**src/hw/rtl/fpg_pkg.sv**
```systemverilog
package fpg_pkg;

   localparam int unsigned BYTE_W  = 8;
   localparam int unsigned TIME_W  = 32;
   localparam int unsigned HASH_W  = 32;
   localparam int unsigned COUNT_W = 32;
   localparam int unsigned CSR_IDX_W  = 2;
   localparam int unsigned CSR_DATA_W = 32;

   localparam logic [HASH_W-1:0] FNV_OFFSET = 32'd2166136261;
   localparam logic [HASH_W-1:0] FNV_PRIME  = 32'd16777619;

   localparam logic [CSR_IDX_W-1:0] CSR_SINK_PRESENT = 2'd0;
   localparam logic [CSR_IDX_W-1:0] CSR_DRAW_MODE    = 2'd1;
   localparam logic [CSR_IDX_W-1:0] CSR_MIN_INTERVAL = 2'd2;
   localparam logic [CSR_IDX_W-1:0] CSR_KEEP_ALIVE   = 2'd3;

   typedef enum logic [2:0] {
      VERDICT_PUSH   = 3'd0,
      VERDICT_RATE   = 3'd1,
      VERDICT_CLEAN  = 3'd2,
      VERDICT_SAME   = 3'd3,
      VERDICT_NOSINK = 3'd4
   } verdict_type;

   typedef struct packed {
      logic              sink_present;
      logic              draw_mode;
      logic [TIME_W-1:0] min_frame_interval_ms;
      logic [TIME_W-1:0] keep_alive_ms;
   } cfg_type;

   typedef struct packed {
      logic [BYTE_W-1:0] pixel_byte;
      logic              first_byte;
      logic              last_byte;
      logic [TIME_W-1:0] now_ms;
      logic              canvas_dirty;
   } req_item_type;

   typedef struct packed {
      verdict_type        decision;
      logic               clear_dirty;
      logic [HASH_W-1:0]  frame_hash;
      logic [COUNT_W-1:0] push_total;
   } rsp_item_type;

   // Outcome of the checks made on the first byte of a frame.
   typedef struct packed {
      verdict_type verdict;
      logic        keep_alive_due;
      logic        considered;
   } judge_type;

   // History that the first-byte checks look at.
   typedef struct packed {
      logic              considered_once;
      logic [TIME_W-1:0] last_considered_ms;
      logic              pushed_once;
      logic [TIME_W-1:0] last_pushed_ms;
   } history_type;

endpackage

```
**src/hw/rtl/fpg_req_if.sv**
```systemverilog
interface fpg_req_if;
   import fpg_pkg::*;

   logic              valid;
   logic              ready;
   logic [BYTE_W-1:0] pixel_byte;
   logic              first_byte;
   logic              last_byte;
   logic [TIME_W-1:0] now_ms;
   logic              canvas_dirty;

   modport source (
      output valid, pixel_byte, first_byte, last_byte, now_ms, canvas_dirty,
      input  ready
   );

   modport sink (
      input  valid, pixel_byte, first_byte, last_byte, now_ms, canvas_dirty,
      output ready
   );

endinterface

```
**src/hw/rtl/fpg_rsp_if.sv**
```systemverilog
interface fpg_rsp_if;
   import fpg_pkg::*;

   logic               valid;
   logic               ready;
   logic [2:0]         decision;
   logic               clear_dirty;
   logic [HASH_W-1:0]  frame_hash;
   logic [COUNT_W-1:0] push_total;

   modport source (
      output valid, decision, clear_dirty, frame_hash, push_total,
      input  ready
   );

   modport sink (
      input  valid, decision, clear_dirty, frame_hash, push_total,
      output ready
   );

endinterface

```
**src/hw/rtl/fpg_csr.sv**
```systemverilog
module fpg_csr (
   input  logic                              clock,
   input  logic                              reset,
   input  logic                              csr_write_en,
   input  logic [fpg_pkg::CSR_IDX_W-1:0]     csr_index,
   input  logic [fpg_pkg::CSR_DATA_W-1:0]    csr_data,
   output fpg_pkg::cfg_type                  cfg
);
   import fpg_pkg::*;

   cfg_type cfg_ff;
   cfg_type cfg_in;

   always_comb begin
      cfg_in = cfg_ff;
      if (csr_write_en) begin
         case (csr_index)
            CSR_SINK_PRESENT: cfg_in.sink_present          = csr_data[0];
            CSR_DRAW_MODE:    cfg_in.draw_mode             = csr_data[0];
            CSR_MIN_INTERVAL: cfg_in.min_frame_interval_ms = csr_data[TIME_W-1:0];
            CSR_KEEP_ALIVE:   cfg_in.keep_alive_ms         = csr_data[TIME_W-1:0];
            default:          cfg_in = cfg_ff;
         endcase
      end
   end

   always_ff @(posedge clock) begin
      if (reset) begin
         cfg_ff <= '0;
      end else begin
         cfg_ff <= cfg_in;
      end
   end

   assign cfg = cfg_ff;

endmodule

```
**src/hw/rtl/fpg_judge.sv**
```systemverilog
module fpg_judge (
   input  fpg_pkg::cfg_type                cfg,
   input  fpg_pkg::history_type            hist,
   input  logic [fpg_pkg::TIME_W-1:0]      now_ms,
   input  logic                            canvas_dirty,
   output fpg_pkg::judge_type              judge
);
   import fpg_pkg::*;

   logic [TIME_W-1:0] since_push;
   logic [TIME_W-1:0] since_considered;
   logic              keep_alive;

   // Differences wrap modulo 2^32 on purpose.
   assign since_push       = now_ms - hist.last_pushed_ms;
   assign since_considered = now_ms - hist.last_considered_ms;
   assign keep_alive       = hist.pushed_once && (cfg.keep_alive_ms != '0) &&
                             (since_push >= cfg.keep_alive_ms);

   always_comb begin
      judge.verdict        = VERDICT_NOSINK;
      judge.keep_alive_due = 1'b0;
      judge.considered     = 1'b0;
      if (cfg.sink_present) begin
         judge.keep_alive_due = keep_alive;
         if (hist.considered_once && (since_considered < cfg.min_frame_interval_ms)) begin
            judge.verdict = VERDICT_RATE;
         end else begin
            judge.considered = 1'b1;
            if (!cfg.draw_mode && hist.pushed_once && !canvas_dirty && !keep_alive) begin
               judge.verdict = VERDICT_CLEAN;
            end else begin
               judge.verdict = VERDICT_PUSH;
            end
         end
      end
   end

endmodule

```
**src/hw/rtl/fpg_core.sv**
```systemverilog
module fpg_core (
   input  logic                   clock,
   input  logic                   reset,
   input  fpg_pkg::cfg_type       cfg,
   input  fpg_pkg::req_item_type  item,
   input  logic                   step_en,
   output logic                   emit,
   output fpg_pkg::rsp_item_type  result
);
   import fpg_pkg::*;

   logic               frame_active_ff, frame_active_in;
   logic [HASH_W-1:0]  running_hash_ff, running_hash_in;
   verdict_type        verdict_ff, verdict_in;
   logic               keep_alive_due_ff, keep_alive_due_in;
   history_type        hist_ff, hist_in;
   logic [HASH_W-1:0]  last_hash_ff, last_hash_in;
   logic [COUNT_W-1:0] push_count_ff, push_count_in;

   judge_type          judge;
   logic               active;
   logic               step;
   logic [HASH_W-1:0]  hash_base;
   logic [HASH_W-1:0]  hash_next;
   verdict_type        cur_verdict;
   logic               cur_keep_alive;
   logic               same_content;
   logic               do_push;

   fpg_judge u_judge (
      .cfg          (cfg),
      .hist         (hist_ff),
      .now_ms       (item.now_ms),
      .canvas_dirty (item.canvas_dirty),
      .judge        (judge)
   );

   assign active = item.first_byte || frame_active_ff;
   assign emit   = active && item.last_byte;
   assign step   = step_en && active;

   assign hash_base = item.first_byte ? FNV_OFFSET : running_hash_ff;
   assign hash_next = (hash_base ^ {{(HASH_W-BYTE_W){1'b0}}, item.pixel_byte}) * FNV_PRIME;

   assign cur_verdict    = item.first_byte ? judge.verdict : verdict_ff;
   assign cur_keep_alive = item.first_byte ? judge.keep_alive_due : keep_alive_due_ff;
   assign same_content   = hist_ff.pushed_once && (hash_next == last_hash_ff) &&
                           !cur_keep_alive;
   assign do_push        = step && item.last_byte && (cur_verdict == VERDICT_PUSH) &&
                           !same_content;

   always_comb begin
      frame_active_in   = frame_active_ff;
      running_hash_in   = running_hash_ff;
      verdict_in        = verdict_ff;
      keep_alive_due_in = keep_alive_due_ff;
      hist_in           = hist_ff;
      last_hash_in      = last_hash_ff;
      push_count_in     = push_count_ff;
      if (step) begin
         frame_active_in = !item.last_byte;
         running_hash_in = hash_next;
         if (item.first_byte) begin
            verdict_in        = judge.verdict;
            keep_alive_due_in = judge.keep_alive_due;
            if (judge.considered) begin
               hist_in.considered_once    = 1'b1;
               hist_in.last_considered_ms = item.now_ms;
            end
         end
      end
      if (do_push) begin
         // A pushed frame was considered on its own first byte, so the
         // considered time stamp is the one of this frame.
         last_hash_in           = hash_next;
         hist_in.pushed_once    = 1'b1;
         hist_in.last_pushed_ms = hist_in.last_considered_ms;
         push_count_in          = push_count_ff + 1'b1;
      end
   end

   always_comb begin
      result.decision    = cur_verdict;
      result.clear_dirty = 1'b0;
      result.frame_hash  = '0;
      result.push_total  = push_count_in;
      if (cur_verdict == VERDICT_PUSH) begin
         result.decision    = same_content ? VERDICT_SAME : VERDICT_PUSH;
         result.clear_dirty = 1'b1;
         result.frame_hash  = hash_next;
      end
   end

   always_ff @(posedge clock) begin
      if (reset) begin
         frame_active_ff   <= 1'b0;
         running_hash_ff   <= FNV_OFFSET;
         verdict_ff        <= VERDICT_PUSH;
         keep_alive_due_ff <= 1'b0;
         hist_ff           <= '0;
         last_hash_ff      <= '0;
         push_count_ff     <= '0;
      end else begin
         frame_active_ff   <= frame_active_in;
         running_hash_ff   <= running_hash_in;
         verdict_ff        <= verdict_in;
         keep_alive_due_ff <= keep_alive_due_in;
         hist_ff           <= hist_in;
         last_hash_ff      <= last_hash_in;
         push_count_ff     <= push_count_in;
      end
   end

endmodule

```
**src/hw/rtl/frame_push_gate_fnv1a.sv**
```systemverilog
// Channel  Role    Handshake      Payload
// req_if   sink    valid / ready  pixel_byte, first_byte, last_byte, now_ms, canvas_dirty
// rsp_if   source  valid / ready  decision, clear_dirty, frame_hash, push_total
// csr_*    write   csr_write_en   csr_index, csr_data
//
// One byte transaction is taken per cycle while no last byte waits; a result is
// offered once the last byte has passed the input register and the result register.
// The rate is set by the single FNV-1a fold per byte, one constant multiply.
// Reset is synchronous and active high and clears all frame and push state.
// A stalled result holds the result register; bytes that produce no result
// keep flowing, and only a last byte waits for the result register to free.
module frame_push_gate_fnv1a (
   input  logic                              clock,
   input  logic                              reset,
   fpg_req_if.sink                           req_if,
   fpg_rsp_if.source                         rsp_if,
   input  logic                              csr_write_en,
   input  logic [fpg_pkg::CSR_IDX_W-1:0]     csr_index,
   input  logic [fpg_pkg::CSR_DATA_W-1:0]    csr_data
);
   import fpg_pkg::*;

   cfg_type      cfg;

   // Input register: holds one byte transaction for the gate logic.
   logic         in_valid_ff, in_valid_in;
   req_item_type in_item_ff, in_item_in;

   // Result register: holds one finished result until the sink takes it.
   logic         out_valid_ff, out_valid_in;
   rsp_item_type out_item_ff, out_item_in;

   logic         emit;
   logic         out_space;
   logic         in_advance;
   logic         req_take;
   rsp_item_type result;

   fpg_csr u_csr (
      .clock        (clock),
      .reset        (reset),
      .csr_write_en (csr_write_en),
      .csr_index    (csr_index),
      .csr_data     (csr_data),
      .cfg          (cfg)
   );

   fpg_core u_core (
      .clock   (clock),
      .reset   (reset),
      .cfg     (cfg),
      .item    (in_item_ff),
      .step_en (in_advance),
      .emit    (emit),
      .result  (result)
   );

   // The held byte moves on unless it finishes a frame and the result
   // register is still occupied by a result nobody has taken.
   assign out_space  = !out_valid_ff || rsp_if.ready;
   assign in_advance = in_valid_ff && (!emit || out_space);
   assign req_take   = req_if.valid && req_if.ready;

   assign req_if.ready = !in_valid_ff || in_advance;

   always_comb begin
      in_valid_in = in_valid_ff;
      in_item_in  = in_item_ff;
      if (in_advance) begin
         in_valid_in = 1'b0;
      end
      if (req_take) begin
         in_valid_in             = 1'b1;
         in_item_in.pixel_byte   = req_if.pixel_byte;
         in_item_in.first_byte   = req_if.first_byte;
         in_item_in.last_byte    = req_if.last_byte;
         in_item_in.now_ms       = req_if.now_ms;
         in_item_in.canvas_dirty = req_if.canvas_dirty;
      end
   end

   always_comb begin
      out_valid_in = out_valid_ff;
      out_item_in  = out_item_ff;
      if (out_space) begin
         out_valid_in = in_advance && emit;
         out_item_in  = result;
      end
   end

   always_ff @(posedge clock) begin
      if (reset) begin
         in_valid_ff  <= 1'b0;
         out_valid_ff <= 1'b0;
      end else begin
         in_valid_ff  <= in_valid_in;
         out_valid_ff <= out_valid_in;
      end
   end

   // Payload registers carry no reset.
   always_ff @(posedge clock) begin
      in_item_ff  <= in_item_in;
      out_item_ff <= out_item_in;
   end

   assign rsp_if.valid       = out_valid_ff;
   assign rsp_if.decision    = out_item_ff.decision;
   assign rsp_if.clear_dirty = out_item_ff.clear_dirty;
   assign rsp_if.frame_hash  = out_item_ff.frame_hash;
   assign rsp_if.push_total  = out_item_ff.push_total;

endmodule

```
**src/flat_wrapper.sv**
```systemverilog
// flat-port wrapper written by rule: the top's interface ports become plain ports
module frame_push_gate_fnv1a_flat import fpg_pkg::*;
  (clock, reset, csr_write_en, csr_index, csr_data, req_if_valid, req_if_pixel_byte, req_if_first_byte, req_if_last_byte, req_if_now_ms, req_if_canvas_dirty, req_if_ready, rsp_if_valid, rsp_if_decision, rsp_if_clear_dirty, rsp_if_frame_hash, rsp_if_push_total, rsp_if_ready);
  fpg_req_if req_if_i ();
  fpg_rsp_if rsp_if_i ();
  input  logic clock;
  input  logic reset;
  input  logic csr_write_en;
  input  logic [fpg_pkg::CSR_IDX_W-1:0] csr_index;
  input  logic [fpg_pkg::CSR_DATA_W-1:0] csr_data;
  input wire logic [$bits(req_if_i.valid)-1:0] req_if_valid;
  input wire logic [$bits(req_if_i.pixel_byte)-1:0] req_if_pixel_byte;
  input wire logic [$bits(req_if_i.first_byte)-1:0] req_if_first_byte;
  input wire logic [$bits(req_if_i.last_byte)-1:0] req_if_last_byte;
  input wire logic [$bits(req_if_i.now_ms)-1:0] req_if_now_ms;
  input wire logic [$bits(req_if_i.canvas_dirty)-1:0] req_if_canvas_dirty;
  output wire logic [$bits(req_if_i.ready)-1:0] req_if_ready;
  output wire logic [$bits(rsp_if_i.valid)-1:0] rsp_if_valid;
  output wire logic [$bits(rsp_if_i.decision)-1:0] rsp_if_decision;
  output wire logic [$bits(rsp_if_i.clear_dirty)-1:0] rsp_if_clear_dirty;
  output wire logic [$bits(rsp_if_i.frame_hash)-1:0] rsp_if_frame_hash;
  output wire logic [$bits(rsp_if_i.push_total)-1:0] rsp_if_push_total;
  input wire logic [$bits(rsp_if_i.ready)-1:0] rsp_if_ready;
  assign req_if_i.valid = req_if_valid;
  assign req_if_i.pixel_byte = req_if_pixel_byte;
  assign req_if_i.first_byte = req_if_first_byte;
  assign req_if_i.last_byte = req_if_last_byte;
  assign req_if_i.now_ms = req_if_now_ms;
  assign req_if_i.canvas_dirty = req_if_canvas_dirty;
  assign req_if_ready = req_if_i.ready;
  assign rsp_if_valid = rsp_if_i.valid;
  assign rsp_if_decision = rsp_if_i.decision;
  assign rsp_if_clear_dirty = rsp_if_i.clear_dirty;
  assign rsp_if_frame_hash = rsp_if_i.frame_hash;
  assign rsp_if_push_total = rsp_if_i.push_total;
  assign rsp_if_i.ready = rsp_if_ready;
  frame_push_gate_fnv1a u_core (.clock(clock), .reset(reset), .req_if(req_if_i), .rsp_if(rsp_if_i), .csr_write_en(csr_write_en), .csr_index(csr_index), .csr_data(csr_data));
endmodule
```
**config.mk**
```make
export PLATFORM = sky130hd
export DESIGN_NAME = frame_push_gate_fnv1a_flat
export DESIGN_NICKNAME = d
export VERILOG_FILES = /design/src/hw/rtl/fpg_pkg.sv /design/src/hw/rtl/fpg_req_if.sv /design/src/hw/rtl/fpg_rsp_if.sv /design/src/hw/rtl/fpg_csr.sv /design/src/hw/rtl/fpg_judge.sv /design/src/hw/rtl/fpg_core.sv /design/src/hw/rtl/frame_push_gate_fnv1a.sv /design/src/flat_wrapper.sv
export SDC_FILE = /design/constraint.sdc
export NUM_CORES = 1
export LEC_CHECK = 0
export BUFFER_PORTS_ARGS = -buffer_cell sky130_fd_sc_hd__buf_4
export CAP_MARGIN = 20
export CELL_PAD_IN_SITES_DETAIL_PLACEMENT = 1
export CELL_PAD_IN_SITES_GLOBAL_PLACEMENT = 1
export CORE_MARGIN = 3
export CORE_UTILIZATION = 52
export CTS_CLUSTER_DIAMETER = 80
export DETAILED_ROUTE_END_ITERATION = 16
export PLACE_DENSITY = 0.93
export SYNTH_ARGS = -nofsm -noshare
export SYNTH_HDL_FRONTEND = slang
export SYNTH_HIERARCHICAL = 1
export SYNTH_SLANG_ARGS = --single-unit
```
**constraint.sdc**
```tcl
create_clock -name clock -period 22.5 [get_ports clock]
set_input_delay 4.5 -clock clock [delete_from_list [all_inputs] [get_ports clock]]
set_output_delay 4.5 -clock clock [all_outputs]
set_load 0.05 [all_outputs]
```
==> results.md <==
- Worst setup SP type: flop
- Slew headroom: 0.290
- Final worst slack: 12760 ps
- Critical Path RT: 22970 ps
- Reg-to-reg endpoint: u_core/u_core/hist_ff[7]
- Routed wire length: 87.8 mm
- WP data arrival: 10210 ps
- Largest stage delay, worst path: 770 ps
- Pins Over Slew Limit: 0
- Worst hold-check path type: reg2reg
- Reg2reg path depth: 27
- Synthesis warning total: 6
- Slew @ Worst Pin: 1060 ps
- Layout area overhead: 10.9%
- Largest net degree at the start of global routing: 150
- WL met3: 4.61 mm
- Setup-failing EPs final: 0
- Mapped cell area: 25500 um^2
- Post-CTS setup buffer count: 0
- Final net count: 3379
- Synth async-reset ratio: 0
- Row cnt: 80
- Sequential cell area: 8040 um^2
- Vias/cell: 6.25
- CTS tree: done
- Critical path depth in cells: 27
- Cell variety after synth: 94
- Max Cap Viol: 0
- Synth Net Count: 3292
- Yosys reg bits: 346
- Core Footprint: 48000 um^2
- DRT antenna net count: 0
- Area of the multi-input gates: 15600 um^2
- Total global routing overflow: 0
- Ratio of cells with drive above 1 in the final layout: 0.0985
- Fmax: 103 MHz
- Die area: 51700 um^2
- Clock Skew: 21.4 ps
- Post-route DRC: 0
- Cells after Synth: 2824
- CP Max Fanout: 102
- DR pass1 iterations: 6
- Final Hold Fails: 0
- Unrepaired setup endpoints after global routing: false
- M1 wire length: 33.3 mm
- Average instance area after synthesis: 9.02 um^2
- Critical-path top delay cell: buf_4
- Die X: 227 um
- Root Driver: clkbuf_16
- Max Root-Sink Buffers: 3
- Primary FF master, synth: dfxtp_1
- Post-synth EDFFs: 111
- Outcome: completed
- Via count: 22233
- Period utilization: 0.433
- Cell class contributing the biggest share of worst-path delay: adder cells
- FF-to-FF setup slack: 12760 ps
- Worst Path Buf+Inv: 7
- Post_cts resized: 0
- Io pins: 152
- Drt wl/cell: 24.7 um
- Worst-Skew Late Latency: 590 ps
- Dpl hpwl: 62.3 mm
- Cts hold-fix bufs: 0
- Pre-CTS WS: 12940 ps
- Post-layout min period: 9740 ps
- Worst Setup SP: u_core/in_item_ff[34]
- IO Port Bufs: 151
- Crit. End Element: flop
- Post-synthesis sequential area ratio: 0.316
- Global-route wire length before repair: 134 mm
- Die Y: 227 um
- Clock-pin transition on the worst setup and hold timing paths: 60 ps
- RR Startpoint: u_core/in_item_ff[34]
- Clock sink count: 346
- Global router's overall resource usage: 0.333
- Initial antenna violation count: 0
- Initial DRC count: 1790
- WL met2: 44.1 mm
- Vias in the first global route: 24238
- CTS H-tree lvls: 2
- Num CTS Buffers: 41
- Top Layer Used: met4
- CP endpoint: u_core/u_core/hist_ff[7]
- Crit Path Category: reg2reg
- Setup TNS after final layout: 0 ps
- Fill cells: 5482
- Starting Density: 0.530
- Placer Congestion: 0.936
placed cells by master (no fill, tap or decap), types with 10 or more instances in the layout:
cell type  synthesis  final
ha_1             310    310
nand2_1          185    184
or4_1             15     15
a21o_1            42     42
a211oi_1          16     16
o211ai_1          12     12
nor3_1            26     26
a211o_1           17     17
nand2b_1         152    151
clkbuf_16          0     41
buf_4              4    162
o21bai_1          14     14
and3_1            32     30
xnor2_1           97     97
o21ai_1           27     27
a21oi_1          209    209
o21ai_0          103    101
nand3_1           72     70
nand4_1           34     34
o31ai_1           16     16
mux2i_1           72     72
nor2_1           163    162
a31oi_1           10     10
nor2b_1           33     33
nor4_1            15     15
o21a_1            19     19
edfxtp_1         111    111
inv_1            346    346
or3_1             42     42
and2_1            18     16
clkinv_1           0     10
fa_1              76     76
dfxtp_1          235    235
xor2_1            41     41
or2_2             13     13
final cells by class:
cell class | instances | area share
multi-input cells | 2012 | 0.552
flip-flops and latches | 346 | 0.285
inverters | 346 | 0.0460
repair buffers | 164 | 0.0442
clock buffers | 50 | 0.0382
well taps | 615 | 0.0272
clock inverters | 26 | 0.00753
diodes | 1 | 0.0000886
cell families after synthesis:
kind of cell,Yosys count,share of synthesized area
multiplexers,83,0.0339
flip-flops,346,0.316
adder cells (fa/ha/maj),386,0.212
AND/OR/NAND/NOR,837,0.171
AO/OA/AOI/OAI,561,0.140
XOR/XNOR,145,0.0538
buffers and inverters,466,0.0736
routing by layer:
layer | vias up | global-route usage
li1 | 9906 | -
met1 | 11002 | 0.374
met2 | 955 | 0.598
met3 | 370 | 0.0469
met4 | 0 | 0.202
met5 | - | 0
sequential cells by signal, summed over array words and instances (netlist names):
signal	cells
u_core/u_csr/cfg	66
u_core/rsp_if.push_total	32
u_core/rsp_if.frame_hash	32
u_core/u_core/keep_alive_due_ff	1
u_core/u_core/hist_ff	66
u_core/u_core/last_hash_ff	32
u_core/in_valid_ff	1
u_core/in_item_ff	43
u_core/rsp_if.valid	1
u_core/rsp_if.clear_dirty	1
u_core/u_core/running_hash_ff	32
u_core/u_core/frame_active_ff	1
u_core/rsp_if.decision	3
u_core/u_core/verdict_ff	3
u_core/u_core/push_count_ff	32
cell usage after synthesis (42+ instances only):
library cell  instances  area, um^2
a21o_1               42         315
a21oi_1             209        1050
clkbuf_1             85         319
dfxtp_1             235        4700
edfxtp_1            111        3330
fa_1                 76        1520
ha_1                310        3880
inv_1               346        1300
mux2i_1              72         721
nand2_1             185         694
nand2b_1            152         951
nand3_1              72         360
nor2_1              163         612
o21ai_0             103         515
or3_1                42         263
xnor2_1              97         850
worst register-to-register path, delay by kind of cell (launching register included):
kind / cells / cell delay (ps)
AOI/OAI and AO/OA: 3 / 1070
xor gates and xnor gates: 1 / 190
adders and majority gates: 8 / 3360
buffers and inverters: 7 / 1650
DFF: 1 / 370
muxes: 1 / 510
and+or+nand+nor: 7 / 2520
metrics by stage:
| step | util | cell area, um^2 | instances | hold slack [ps] |
|---|---|---|---|---|
| finish | 0.588 | 28200 | 3560 | 465 |
| CTS | 0.587 | 28200 | 3558 | 459 |
| global placement | 0.560 | 26900 | 3482 | 438 |
| detailed placement | 0.560 | 26900 | 3482 | 446 |
| floorplan | - | 25500 | 2824 | 428 |
| global route | 0.588 | 28200 | 3559 | 482 |
worst min-delay path by stage:
stage / to / from / depth (start not counted) / slack (ps)
2_1_floorplan: u_core/u_core/running_hash_ff[19] / u_core/u_core/running_hash_ff[19] / 1 / 430
3_3_place_gp: u_core/u_core/running_hash_ff[12] / u_core/u_core/running_hash_ff[12] / 1 / 440
3_5_place_dp: u_core/u_core/running_hash_ff[18] / u_core/u_core/running_hash_ff[18] / 1 / 450
4_1_cts: u_core/u_core/running_hash_ff[18] / u_core/u_core/running_hash_ff[18] / 1 / 460
5_1_grt: u_core/u_core/running_hash_ff[18] / u_core/u_core/running_hash_ff[18] / 1 / 480
6_report: u_core/u_core/running_hash_ff[3] / u_core/u_core/running_hash_ff[3] / 2 / 460
Power is left out: the tool's default activity adds up to more than one toggle a clock period on the data nets, which glitch-free logic cannot reach.
